==> src/rtl/savgol_smoothing_filter_core_assert.svh <==
// Assertion macros for the smoothing filter core.
// Each macro expects clk_i and rst_ni in the scope where it is used.
`ifndef SAVGOL_SMOOTHING_FILTER_CORE_ASSERT_SVH
`define SAVGOL_SMOOTHING_FILTER_CORE_ASSERT_SVH

// Same-cycle implication.
`define SGF_ASSERT_IMP(lbl, ante, cons, msg) \
  lbl: assert property (@(posedge clk_i) disable iff (!rst_ni) (ante) |-> (cons)) \
    else $error(msg);

// Next-cycle implication.
`define SGF_ASSERT_NXT(lbl, ante, cons, msg) \
  lbl: assert property (@(posedge clk_i) disable iff (!rst_ni) (ante) |=> (cons)) \
    else $error(msg);

`endif

==> src/rtl/sgf_pkg.sv <==
// Shared types and constants of the smoothing filter core.
// No dependencies.
`timescale 1ns / 1ps
package sgf_pkg;
  localparam int SAMPLE_BITS = 16;
  localparam int HALF        = 5;
  localparam int TAPS        = 2 * HALF + 1;
  localparam int NUM_WEIGHTS = HALF + 1;
  localparam int WEIGHT_BITS = 10;
  localparam int CFG_IDX_W   = 3;
  localparam int NUM_W       = SAMPLE_BITS + 14;
  localparam int DEN_W       = 14;
  localparam int DVD_W       = NUM_W + 1;
  localparam int DSR_W       = DEN_W + 1;

  localparam logic [DVD_W-1:0] SAT_HI = DVD_W'((64'd1 << (SAMPLE_BITS - 1)) - 64'd1);

  typedef logic signed [WEIGHT_BITS-1:0] weight_t;
  typedef logic signed [SAMPLE_BITS-1:0] sample_t;

  typedef struct packed {
    sample_t sample;
    logic    final_sample;
  } in_t;

  typedef struct packed {
    sample_t value;
    logic    smoothed;
    logic    series_end;
  } out_t;

  function automatic weight_t weight_reset(input logic [CFG_IDX_W-1:0] idx);
    weight_t w;
    unique case (idx)
      3'd0:    w = -10'sd36;
      3'd1:    w = 10'sd9;
      3'd2:    w = 10'sd44;
      3'd3:    w = 10'sd69;
      3'd4:    w = 10'sd84;
      default: w = 10'sd89;
    endcase
    return w;
  endfunction
endpackage

==> src/rtl/sgf_divider.sv <==
// Restoring unsigned divider, one quotient bit per cycle.
// Depends on sgf_pkg for operand widths.
`timescale 1ns / 1ps
module sgf_divider (
  input  logic                      clk_i,
  input  logic                      rst_ni,
  input  logic                      start_i,
  input  logic [sgf_pkg::DVD_W-1:0] dividend_i,
  input  logic [sgf_pkg::DSR_W-1:0] divisor_i,
  output logic                      done_o,
  output logic [sgf_pkg::DVD_W-1:0] quotient_o
);
  import sgf_pkg::*;

  localparam int CNT_W = $clog2(DVD_W + 1);

  logic             busy_q;
  logic             done_q;
  logic [CNT_W-1:0] cnt_q;
  logic [DSR_W-1:0] rem_q;
  logic [DSR_W-1:0] dsr_q;
  logic [DVD_W-1:0] quo_q;
  logic [DSR_W:0]   trial;
  logic             fits;
  logic [DSR_W:0]   diff;

  always_comb begin
    trial = {rem_q, quo_q[DVD_W-1]};
    fits  = trial >= {1'b0, dsr_q};
    diff  = trial - {1'b0, dsr_q};
  end

  always_ff @(posedge clk_i or negedge rst_ni) begin
    if (!rst_ni) begin
      busy_q <= 1'b0;
      done_q <= 1'b0;
      cnt_q  <= '0;
    end else begin
      done_q <= 1'b0;
      if (start_i) begin
        busy_q <= 1'b1;
        cnt_q  <= '0;
        rem_q  <= '0;
        dsr_q  <= divisor_i;
        quo_q  <= dividend_i;
      end else if (busy_q) begin
        // shift dividend out at the top, quotient bits in at the bottom
        rem_q <= fits ? diff[DSR_W-1:0] : trial[DSR_W-1:0];
        quo_q <= {quo_q[DVD_W-2:0], fits};
        cnt_q <= cnt_q + 1'b1;
        if (cnt_q == CNT_W'(DVD_W - 1)) begin
          busy_q <= 1'b0;
          done_q <= 1'b1;
        end
      end
    end
  end

  assign done_o     = done_q;
  assign quotient_o = quo_q;
endmodule

==> src/rtl/savgol_smoothing_filter_core.sv <==
// 11-point symmetric smoothing filter on a series of signed samples.
// Path: a raw pass-through result is registered from S_RAW, entered on its transaction;
// a smoothed result goes through the bit-serial weight MAC, setup, divide and emit.
// Throughput: one transaction at a time; input stalls until the core is idle, once its
// result is registered; at series end, held samples flush one per cycle unless stalled.
// Reset (async, active low) clears control and the delay line and restores the weights.
`timescale 1ns / 1ps
module savgol_smoothing_filter_core (
  input  logic                          clk_i,
  input  logic                          rst_ni,
  input  logic                          in_valid_i,
  output logic                          in_stall_o,
  input  sgf_pkg::in_t                  in_data_i,
  output logic                          out_valid_o,
  input  logic                          out_stall_i,
  output sgf_pkg::out_t                 out_data_o,
  input  logic                          cfg_we_i,
  input  logic [sgf_pkg::CFG_IDX_W-1:0] cfg_idx_i,
  input  logic [sgf_pkg::WEIGHT_BITS-1:0] cfg_data_i
);
  import sgf_pkg::*;

  `include "savgol_smoothing_filter_core_assert.svh"

  typedef enum logic [2:0] {
    S_IDLE, S_RAW, S_MAC, S_SETUP, S_DIV, S_EMIT, S_FLUSH
  } state_e;

  localparam int IDX_W = $clog2(TAPS);
  localparam int K_W   = $clog2(NUM_WEIGHTS);
  localparam int J_W   = $clog2(WEIGHT_BITS);

  state_e                  state_q;
  sample_t                 dl_q [TAPS];
  logic [IDX_W-1:0]        pos_q;
  logic [IDX_W-1:0]        p_q;
  logic                    fin_q;
  weight_t                 w_q [NUM_WEIGHTS];
  logic [K_W-1:0]          k_q;
  logic [J_W-1:0]          j_q;
  logic signed [NUM_W-1:0] num_q;
  logic signed [DEN_W-1:0] den_q;
  logic signed [NUM_W-1:0] term_q;
  weight_t                 wsh_q;
  logic                    neg_q;
  logic [IDX_W-1:0]        idx_q;
  logic                    out_valid_q;
  out_t                    out_q;

  logic                          accept;
  logic                          out_free;
  logic signed [SAMPLE_BITS:0]   pairsum [NUM_WEIGHTS];
  logic signed [NUM_W-1:0]       cur_term;
  logic                          cur_bit;
  weight_t                       cur_w;
  logic signed [NUM_W-1:0]       addend;
  logic [NUM_W-1:0]              an;
  logic [DEN_W-1:0]              ad;
  logic [DVD_W-1:0]              dividend;
  logic [DSR_W-1:0]              divisor;
  logic                          div_start;
  logic                          div_done;
  logic [DVD_W-1:0]              quo;
  sample_t                       sat_val;

  assign in_stall_o = state_q != S_IDLE;
  assign accept     = in_valid_i && !in_stall_o;
  assign out_free   = !out_valid_q || !out_stall_i;

  always_comb begin
    for (int k = 0; k < HALF; k++) begin
      pairsum[k] = (SAMPLE_BITS + 1)'(dl_q[k]) + (SAMPLE_BITS + 1)'(dl_q[TAPS - 1 - k]);
    end
    pairsum[HALF] = (SAMPLE_BITS + 1)'(dl_q[HALF]);
  end

  // first bit of a tap starts from the pair sum, later bits from the shifted term
  always_comb begin
    cur_w    = (j_q == '0) ? w_q[k_q] : wsh_q;
    cur_term = (j_q == '0) ? NUM_W'(pairsum[k_q]) : term_q;
    cur_bit  = cur_w[0];
    if (!cur_bit) begin
      addend = '0;
    end else if (j_q == J_W'(WEIGHT_BITS - 1)) begin
      addend = -cur_term;
    end else begin
      addend = cur_term;
    end
  end

  always_comb begin
    an        = num_q[NUM_W-1] ? NUM_W'(-num_q) : NUM_W'(num_q);
    ad        = den_q[DEN_W-1] ? DEN_W'(-den_q) : DEN_W'(den_q);
    dividend  = {an, 1'b0} + DVD_W'(ad);
    divisor   = {ad, 1'b0};
    div_start = (state_q == S_SETUP) && (den_q != '0);
  end

  sgf_divider u_div (
    .clk_i      (clk_i),
    .rst_ni     (rst_ni),
    .start_i    (div_start),
    .dividend_i (dividend),
    .divisor_i  (divisor),
    .done_o     (div_done),
    .quotient_o (quo)
  );

  always_comb begin
    if (neg_q) begin
      sat_val = (quo > SAT_HI + 1'b1) ? {1'b1, {(SAMPLE_BITS - 1){1'b0}}}
                                      : SAMPLE_BITS'(~quo + 1'b1);
    end else begin
      sat_val = (quo > SAT_HI) ? {1'b0, {(SAMPLE_BITS - 1){1'b1}}} : quo[SAMPLE_BITS-1:0];
    end
  end

  always_ff @(posedge clk_i or negedge rst_ni) begin
    if (!rst_ni) begin
      state_q     <= S_IDLE;
      out_valid_q <= 1'b0;
      pos_q       <= '0;
      for (int i = 0; i < TAPS; i++) begin
        dl_q[i] <= '0;
      end
      for (int i = 0; i < NUM_WEIGHTS; i++) begin
        w_q[i] <= weight_reset(CFG_IDX_W'(i));
      end
    end else begin
      if (out_valid_q && !out_stall_i) begin
        out_valid_q <= 1'b0;
      end
      if (cfg_we_i && cfg_idx_i < CFG_IDX_W'(NUM_WEIGHTS)) begin
        w_q[cfg_idx_i[K_W-1:0]] <= cfg_data_i;
      end
      unique case (state_q)
        S_IDLE: begin
          if (accept) begin
            for (int i = TAPS - 1; i > 0; i--) begin
              dl_q[i] <= dl_q[i-1];
            end
            dl_q[0] <= in_data_i.sample;
            fin_q   <= in_data_i.final_sample;
            p_q     <= pos_q;
            if (in_data_i.final_sample) begin
              pos_q <= '0;
            end else if (pos_q < IDX_W'(2 * HALF)) begin
              pos_q <= pos_q + 1'b1;
            end
            if (pos_q < IDX_W'(HALF)) begin
              state_q <= S_RAW;
            end else if (pos_q >= IDX_W'(2 * HALF)) begin
              state_q <= S_MAC;
              k_q     <= '0;
              j_q     <= '0;
              num_q   <= '0;
              den_q   <= '0;
            end else if (in_data_i.final_sample) begin
              state_q <= S_FLUSH;
              idx_q   <= pos_q - IDX_W'(HALF);
            end
          end
        end
        S_RAW: begin
          if (out_free) begin
            out_valid_q      <= 1'b1;
            out_q.value      <= dl_q[0];
            out_q.smoothed   <= 1'b0;
            out_q.series_end <= fin_q;
            state_q          <= S_IDLE;
          end
        end
        S_MAC: begin
          num_q  <= num_q + addend;
          term_q <= cur_term <<< 1;
          wsh_q  <= cur_w >>> 1;
          if (j_q == '0) begin
            den_q <= (k_q == K_W'(HALF)) ? den_q + DEN_W'(w_q[k_q])
                                         : den_q + (DEN_W'(w_q[k_q]) <<< 1);
          end
          if (j_q == J_W'(WEIGHT_BITS - 1)) begin
            j_q <= '0;
            k_q <= k_q + 1'b1;
            if (k_q == K_W'(HALF)) begin
              state_q <= S_SETUP;
            end
          end else begin
            j_q <= j_q + 1'b1;
          end
        end
        S_SETUP: begin
          neg_q <= num_q[NUM_W-1] != den_q[DEN_W-1];
          if (den_q == '0) begin
            // zero weight sum: pass the centre sample raw
            if (out_free) begin
              out_valid_q      <= 1'b1;
              out_q.value      <= dl_q[HALF];
              out_q.smoothed   <= 1'b0;
              out_q.series_end <= 1'b0;
              state_q          <= fin_q ? S_FLUSH : S_IDLE;
              idx_q            <= IDX_W'(HALF - 1);
            end
          end else begin
            state_q <= S_DIV;
          end
        end
        S_DIV: begin
          if (div_done) begin
            state_q <= S_EMIT;
          end
        end
        S_EMIT: begin
          if (out_free) begin
            out_valid_q      <= 1'b1;
            out_q.value      <= sat_val;
            out_q.smoothed   <= 1'b1;
            out_q.series_end <= 1'b0;
            state_q          <= fin_q ? S_FLUSH : S_IDLE;
            idx_q            <= IDX_W'(HALF - 1);
          end
        end
        S_FLUSH: begin
          if (out_free) begin
            out_valid_q      <= 1'b1;
            out_q.value      <= dl_q[idx_q];
            out_q.smoothed   <= 1'b0;
            out_q.series_end <= idx_q == '0;
            idx_q            <= idx_q - 1'b1;
            if (idx_q == '0) begin
              state_q <= S_IDLE;
            end
          end
        end
        default: state_q <= S_IDLE;
      endcase
    end
  end

  assign out_valid_o = out_valid_q;
  assign out_data_o  = out_q;

  `SGF_ASSERT_NXT(a_out_hold, out_valid_o && out_stall_i, out_valid_o && $stable(out_data_o), "stalled output changed")
  `SGF_ASSERT_IMP(a_div_nonzero, div_start, den_q != '0, "divide started on zero weight sum")
  `SGF_ASSERT_IMP(a_div_done_state, div_done, state_q == S_DIV, "divide finished out of turn")
  `SGF_ASSERT_IMP(a_flush_fin, state_q == S_FLUSH, fin_q, "flush without final sample")
endmodule
==> config.mk <==
export PLATFORM = sky130hd
export DESIGN_NAME = savgol_smoothing_filter_core
export DESIGN_NICKNAME = d
export VERILOG_FILES = /design/src/rtl/sgf_pkg.sv /design/src/rtl/sgf_divider.sv /design/src/rtl/savgol_smoothing_filter_core.sv
export VERILOG_INCLUDE_DIRS = /design/src /design/src/rtl
export SDC_FILE = /design/constraint.sdc
export NUM_CORES = 1
export LEC_CHECK = 0
export ABC_CLOCK_PERIOD_IN_PS = 8900
export BUFFER_PORTS_ARGS = -buffer_cell sky130_fd_sc_hd__buf_2
export CELL_PAD_IN_SITES_DETAIL_PLACEMENT = 1
export CELL_PAD_IN_SITES_GLOBAL_PLACEMENT = 1
export CORE_UTILIZATION = 51
export DETAILED_ROUTE_END_ITERATION = 10
export HOLD_SLACK_MARGIN = 0.03
export PLACE_DENSITY_LB_ADDON = 0.1
export SYNTH_ARGS = -nofsm -noshare
export SYNTH_HDL_FRONTEND = slang
export SYNTH_SLANG_ARGS = --single-unit
export TNS_END_PERCENT = 20
==> constraint.sdc <==
create_clock -name clk_i -period 8.9 [get_ports clk_i]
set_input_delay 1.78 -clock clk_i [delete_from_list [all_inputs] [get_ports clk_i]]
set_output_delay 1.78 -clock clk_i [all_outputs]
set_load 0.03 [all_outputs]
==> metrics.md, run 1 <==
| Metric | Value |
|---|---|
| Count of different cell masters after synthesis | 103 |
| Layout Cells excl Fill | 3815 |
| Adder-Cell Fraction of Synth Area | 0.0798 |
| Die width | 244 um |
| Routed Antenna Nets | 0 |
| Ys flop type | dfrtp_1 |
| CP bufs+invs | 1 |
| Synthesized area | 0.0298 mm^2 |
| Leading cell type in the layout, fill and taps excluded | nor2_1 |
| EDFF count, synth | 173 |
| Number of gates resized after cts | 0 |
| CP Launch Type | flip-flop |
| I/O pin cnt | 55 |
| R2R Path Start | dl_q[160] |
| Worst path slowest cell | nor4_2 |
| Critical path depth | 25 |
| Via count | 24571 |
| VDD IR-drop max | 289 uV |
| Leakage | 13.1 nW |
| Hold-fix buffers at CTS | 0 |
| Final Power | 11.4 mW |
| Setup violations, final | 0 |
| Initial antenna violation count | 1 |
| Die Footprint | 0.0594 mm^2 |
| Area delta synth->final | 9.02% |
| Crit Path Class | flip-flop to flip-flop |
| Initial Utilization | 0.516 |
| CP required | 9.25 ns |
| Largest net degree at the start of global routing | 161 |
| CTS root buf | clkbuf_16 |
| Max Cap Viol | 0 |
| Vias in the first global route | 25468 |
| Worst-Margin Slew | 1.38 ns |
| Cells after Synth | 3004 |
| Power density cells | 350 mW/mm^2 |
| Synth area leaders | dfrtp_1 (19%), edfxtp_1 (17%), mux2_2 (8.6%) |
| Xor/xnor share of the synthesized area | 0.0511 |
| Ys async rst share | 0.592 |
| Sequential area share after synthesis | 0.386 |
| DRC viols | 0 |
| Reg2Reg Depth | 25 |
| Final hold violation count | 0 |
| Yosys warnings | 0 |
| Die height | 244 um |
| Fin. max-slew vios | 0 |
| CTS Buffer Depth | 3 |
| Relative slew slack | 0.0804 |
| Fin crit share | 0.852 |
| Final WL | 99300 um |
| Global route overflow | 0 |
| Hold WC Path Type | flip-flop to flip-flop |
| GRT Total Usage | 0.335 |
| Post-synthesis net count | 3223 |
| Reg2reg end | num_q[26] |
| Status | completed |
| Postcts setup bufs | 0 |
| Multi-input logic area | 0.0173 mm^2 |
| Post-synthesis register bit count | 424 |
| CP dominant cell by count | a21o_1 |
| Final TNS setup | 0 ns |
| Core area | 0.0577 mm^2 |
| Min Tclk post-route | 7.58 ns |
| Worst EP arrival | 7.94 ns |
| Cell Rows | 88 |
| Mapped Avg Cell Area | 9.92 um^2 |
| RePlAce Congestion | 0.950 |
| Worst-Skew Late Latency | 0.62 ns |
| CTS tree | done |
| Hold path cells | 1 |
| Synth Area in Simple Gates | 0.137 |
| Clock sink count | 424 |
| DP Wirelength | 74700 um |
| First-pass GRT wire length | 155000 um |
| Worst setup startpoint | dl_q[160] |
| Mux cell area share after synthesis | 0.138 |
| DP Cell Count | 3721 |
| Compound-gate portion of the synthesized area | 0.172 |
| Unrepaired setup endpoints after global routing | false |
| Register Area | 0.0115 mm^2 |
| PortBufs | 54 |
| Largest family of logic cells by synthesized area | compound AO/OA/AOI/OAI gates |
| Yosys top cell area share | 0.192 |
| Clk_skew | 0.0380 ns |
| Design area | 0.0325 mm^2 |
| Inserted Clock Buffers | 49 |
| Crit. End Element | flip-flop |
| 1st-pass router iterations | 6 |
| Most frequent cells in the layout | nor2_1 (239), o21ai_0 (230), dfrtp_1 (229) |
| Max Freq | 0.132 GHz |
| Family with the most delay on the worst path | compound AO/OA/AOI/OAI gates |
| CP endpoint | num_q[26] |
| Placed Instance Area | 0.0309 mm^2 |
| Cell taking the most area after synthesis | dfrtp_1 |
| R2r setup slk | 1.32 ns |
| Final-stage net count | 3228 |
| Vias per cell | 6.44 |
| H-tree lvl count | 2 |
| Clock slew at reported path FFs | 0.06 ns |
| Per-cell routed wire length | 26.0 um |
| 1st-iter DRT viols | 1738 |
| CP peak stage delay | 0.79 ns |
| Fillcell total | 6333 |
| Layout cell share with drive strength beyond 1 | 0.169 |
| Largest fanout on the critical path | 9 |
-- cells in the mapped netlist (all sizes together) (20+ instances only) --
| library cell | n |
|---|---|
| dfstp | 22 |
| buf | 29 |
| clkbuf | 116 |
| xnor2 | 108 |
| o211ai | 34 |
| o22ai | 29 |
| dfrtp | 229 |
| or3 | 41 |
| inv | 131 |
| nand2b | 38 |
| mux2 | 228 |
| nor3b | 22 |
| ha | 174 |
| nand4 | 25 |
| nor4 | 26 |
| nor2 | 241 |
| o21a | 23 |
| nand3 | 34 |
| mux2i | 53 |
| nand2 | 222 |
| and3 | 20 |
| mux4 | 45 |
| a21oi | 170 |
| xor2 | 66 |
| o31ai | 22 |
| a211oi | 27 |
| o21ai | 237 |
| nor3 | 60 |
| edfxtp | 173 |
| a21o | 53 |
-- final cells by class --
class                   instances  share of cell area
clock buffers                  64              0.0420
well taps                     765              0.0295
multi-input cells            2301               0.532
repair buffers                 99              0.0198
diodes                          1           0.0000770
clock inverters                27             0.00755
inverters                     134              0.0155
flip-flops and latches        424               0.354
-- cells by family after synthesis --
family          after synthesis
compound gates              793
fa+ha+maj                   184
xor+xnor                    174
mux                         326
buf+inv                     279
simple gates                824
flops                       424
-- worst register-to-register path, cell delays in order (launching register included) --
cell and delay (ns):
dfrtp_1 0.45, ha_1 0.23, inv_1 0.06, fa_1 0.42
nand2b_1 0.21, a21o_1 0.23, a31oi_1 0.68, a21boi_0 0.28
xnor2_1 0.20, a22oi_1 0.19, a41oi_1 0.42, nor4_2 0.79
a31o_2 0.28, xor2_1 0.14, nor2_1 0.06, ha_1 0.35
a21o_1 0.19, a21o_1 0.17, a21oi_1 0.21, nor4bb_1 0.45
o31ai_1 0.24, o311ai_0 0.57, nand2b_1 0.11, a21oi_1 0.21
xor2_1 0.16, nor2_1 0.05
-- how the worst min path moves through the flow --
stage	slack, ns	startpoint	to
2_1_floorplan	0.47	w_q[21]	w_q[21]
3_3_place_gp	0.48	w_q[39]	w_q[39]
3_5_place_dp	0.50	w_q[48]	w_q[48]
4_1_cts	0.51	w_q[50]	w_q[50]
5_1_grt	0.52	w_q[30]	w_q[30]
6_report	0.51	w_q[50]	w_q[50]
-- per-layer routing --
layer / vias up / GRT usage / part of all wire
met1: 12513 / 0.449 / 0.44
met3: 189 / 0.0497 / 0.054
li1: 11203 / - / -
met5: - / 0 / 0
met2: 666 / 0.551 / 0.47
met4: 0 / 0.122 / 0.035
-- state kept, by name, indices dropped and copies added (netlist names) --
register,count
den_q,14
u_div.dsr_q,14
fin_q,1
u_div.cnt_q,5
u_div.rem_q,15
neg_q,1
idx_q,4
wsh_q,9
state_q,3
u_div.busy_q,1
pos_q,4
j_q,4
u_div.done_o,1
k_q,3
u_div.quotient_o,31
out_valid_o,1
out_data_o,18
dl_q,176
term_q,29
w_q,60
num_q,30
-- stage by stage --
step | setup slack (ns) | hold WS (ns) | util
after floorplan | 2.44 | 0.474 | -
after global placement | 1.65 | 0.484 | 0.535
after detailed placement | 1.43 | 0.495 | 0.535
after CTS | 1.43 | 0.511 | 0.563
after global routing | 0.767 | 0.521 | 0.563
final | 1.32 | 0.512 | 0.563
-- where the power goes --
group | switching, mW | internal (mW) | total (mW)
logic | 3.41 | 2.41 | 5.81
registers | 0.778 | 2.74 | 3.52
clock network | 0.855 | 1.17 | 2.03
total | 5.04 | 6.32 | 11.4
Note: power is estimated with default switching activity, not from simulation.
==> run 2, diff against run 1 <==
--- a/config.mk
+++ b/config.mk
@@ -8,12 +8,10 @@
 export LEC_CHECK = 0
 export ABC_CLOCK_PERIOD_IN_PS = 8900
 export BUFFER_PORTS_ARGS = -buffer_cell sky130_fd_sc_hd__buf_2
-export CELL_PAD_IN_SITES_DETAIL_PLACEMENT = 1
-export CELL_PAD_IN_SITES_GLOBAL_PLACEMENT = 1
-export CORE_UTILIZATION = 51
+export CORE_UTILIZATION = 65
 export DETAILED_ROUTE_END_ITERATION = 10
 export HOLD_SLACK_MARGIN = 0.03
-export PLACE_DENSITY_LB_ADDON = 0.1
+export PLACE_DENSITY = 0.82
 export SYNTH_ARGS = -nofsm -noshare
 export SYNTH_HDL_FRONTEND = slang
 export SYNTH_SLANG_ARGS = --single-unit
==> run 2 against run 1 <==
Against the previous run: clock power barely moved; die area is 21% lower; cell count shrank 4.6%; total power down 2.0%; design area down 0.87%; routed wire length down 13%; core utilization is 15 points higher; hold slack got worse by 0.012 ns; critical endpoint unchanged; largest cell class unchanged.
==> metrics.md, run 2 (synthesis results as in run 1) <==
| Metric | Value |
|---|---|
| Status | completed (unchanged) |
| Most frequent cells in the layout | nor2_1 (239), o21ai_0 (230), dfrtp_1 (229) (unchanged) |
| Relative slew slack | 0.156 (was 0.0804) |
| Vias in the first global route | 23429 (was 25468) |
| Per-cell routed wire length | 23.6 um (was 26.0 um) |
| Leading cell type in the layout, fill and taps excluded | nor2_1 (unchanged) |
| Clock sink count | 424 (unchanged) |
| Logic pwr share | 0.505 (was 0.512) |
| Crit Path Class | flip-flop to flip-flop (unchanged) |
| Seq pwr share | 0.313 (was 0.310) |
| Initial Utilization | 0.658 (was 0.516) |
| Hold WC Path Type | flip-flop to flip-flop (unchanged) |
| Worst EP arrival | 7.91 ns (was 7.94 ns) |
| Cell Rows | 78 (was 88) |
| CP required | 9.23 ns (was 9.25 ns) |
| Worst path slowest cell | o311ai_0 (was nor4_2) |
| R2r setup slk | 1.32 ns (about the same) |
| DP Wirelength | 64000 um (was 74700 um) |
| Die Footprint | 0.0467 mm^2 (was 0.0594 mm^2) |
| Power density cells | 346 mW/mm^2 (was 350 mW/mm^2) |
| Fin util | 0.711 (was 0.563) |
| Max FFs per register | 176 (unchanged) |
| Die height | 216 um (was 244 um) |
| PortBufs | 54 (unchanged) |
| Layout Cells excl Fill | 3639 (was 3815) |
| Largest Register | dl_q (unchanged) |
| Largest net degree at the start of global routing | 171 (was 161) |
| Number of gates resized after cts | 0 (unchanged) |
| CP peak stage delay | 0.62 ns (was 0.79 ns) |
| Clk_skew | 0.0248 ns (was 0.0380 ns) |
| 1st-iter DRT viols | 2787 (was 1738) |
| Fin. max-slew vios | 0 (unchanged) |
| First-pass GRT wire length | 134000 um (was 155000 um) |
| Via count | 24606 (was 24571) |
| I/O pin cnt | 55 (unchanged) |
| Max Cap Viol | 0 (unchanged) |
| Min Tclk post-route | 7.58 ns (about the same) |
| 1st-pass router iterations | 6 (unchanged) |
| Initial antenna violation count | 3 (was 1) |
| Clock slew at reported path FFs | 0.06 ns (about the same) |
| Global route overflow | 0 (unchanged) |
| Final WL | 86000 um (was 99300 um) |
| Sw Ratio | 0.436 (was 0.444) |
| Die width | 216 um (was 244 um) |
| H-tree lvl count | 2 (unchanged) |
| Layout cell share with drive strength beyond 1 | 0.168 (was 0.169) |
| Crit. End Element | flip-flop (unchanged) |
| CTS tree | done (unchanged) |
| Postcts setup bufs | 0 (unchanged) |
| Clock Power Share | 0.182 (was 0.178) |
| Fin crit share | 0.852 (about the same) |
| Core area | 0.0453 mm^2 (was 0.0577 mm^2) |
| Sw Pwr | 4.86 mW (was 5.04 mW) |
| Int Pwr | 6.28 mW (was 6.32 mW) |
| Inserted Clock Buffers | 47 (was 49) |
| Final hold violation count | 0 (unchanged) |
| Unrepaired setup endpoints after global routing | false (unchanged) |
| Final TNS setup | 0 ns (unchanged) |
| DRC viols | 0 (unchanged) |
| Final-stage net count | 3218 (was 3228) |
| Area delta synth->final | 8.07% (was 9.02%) |
| Routed Antenna Nets | 0 (unchanged) |
| Largest fanout on the critical path | 5 (was 9) |
| CTS root buf | clkbuf_16 (unchanged) |
| CP bufs+invs | 1 (unchanged) |
| Family with the most delay on the worst path | compound AO/OA/AOI/OAI gates (unchanged) |
| Setup violations, final | 0 (unchanged) |
| Hold-fix buffers at CTS | 0 (unchanged) |
| Vias per cell | 6.76 (was 6.44) |
| CTS Buffer Depth | 3 (unchanged) |
| Worst-Margin Slew | 1.27 ns (was 1.38 ns) |
| Max Freq | 0.132 GHz (about the same) |
| VDD IR-drop max | 263 uV (was 289 uV) |
| RePlAce Congestion | 0.983 (was 0.950) |
| Worst-Skew Late Latency | 0.61 ns (was 0.62 ns) |
| Leakage | 13.1 nW (about the same) |
| GRT Total Usage | 0.365 (was 0.335) |
| DP Cell Count | 3550 (was 3721) |
| CP dominant cell by count | a21o_1 (unchanged) |
| CP Launch Type | flip-flop (unchanged) |
run 2: worst register-to-register path, delay by kind of cell, from the launching register on:
| family | cells | cell delay [ns] |
|---|---|---|
| compound gates | 13 | 3.86 |
| simple gates | 7 | 1.47 |
| fa+ha+maj | 3 | 0.84 |
| mux | 1 | 0.31 |
| xor+xnor | 2 | 0.37 |
| buf+inv | 1 | 0.07 |
| flops | 1 | 0.41 |
run 2: through the flow:
| stage | hold slack [ns] | total power, mW | setup WS, ns | area [um^2] |
|---|---|---|---|---|
| 2_1_floorplan | 0.474 | 7.24 | 2.44 | 29800 |
| 3_3_place_gp | 0.482 | 8.76 | 1.78 | 30600 |
| 3_5_place_dp | 0.491 | 8.92 | 1.51 | 30600 |
| 4_1_cts | 0.505 | 11.0 | 1.47 | 32200 |
| 5_1_grt | 0.512 | 11.7 | 0.630 | 32200 |
| 6_report | 0.501 | 11.1 | 1.32 | 32200 |
run 2: final timing paths:
kind | startpoint | endpoint | depth (start not counted)
worst max register to register | dl_q[128] | num_q[26] | 27
max in group asynchronous | rst_ni | w_q[42] | 2
min in group asynchronous | rst_ni | pos_q[1] | 1
worst min register to register | w_q[21] | w_q[21] | 1
worst min-delay path | w_q[21] | w_q[21] | 1
worst max-delay path | dl_q[128] | num_q[26] | 27
run 2: layer usage:
layer,track usage,share of wire
met1,0.494,0.42
met2,0.575,0.46
met3,0.0771,0.086
met4,0.146,0.040
met5,0,0.00014
run 2: final cells by class:
type                       instances  area (um^2)
clock buffer                      60         1290
antenna                            1         2.50
timing repair buffer              91          583
sequential                       424        11500
multi-input combinational       2301        17300
fill                            3243        13100
inverter                         134          503
tap                              600          751
clock inverter                    28          310
run 2: power by group through the flow:
stage          combinational (mW)  sequential (mW)  clock (mW)
2_1_floorplan                4.04             3.20           0
3_3_place_gp                 5.32             3.44           0
3_5_place_dp                 5.42             3.50           0
4_1_cts                      5.47             3.47        2.05
5_1_grt                      6.02             3.56        2.12
6_report                     5.62             3.49        2.03
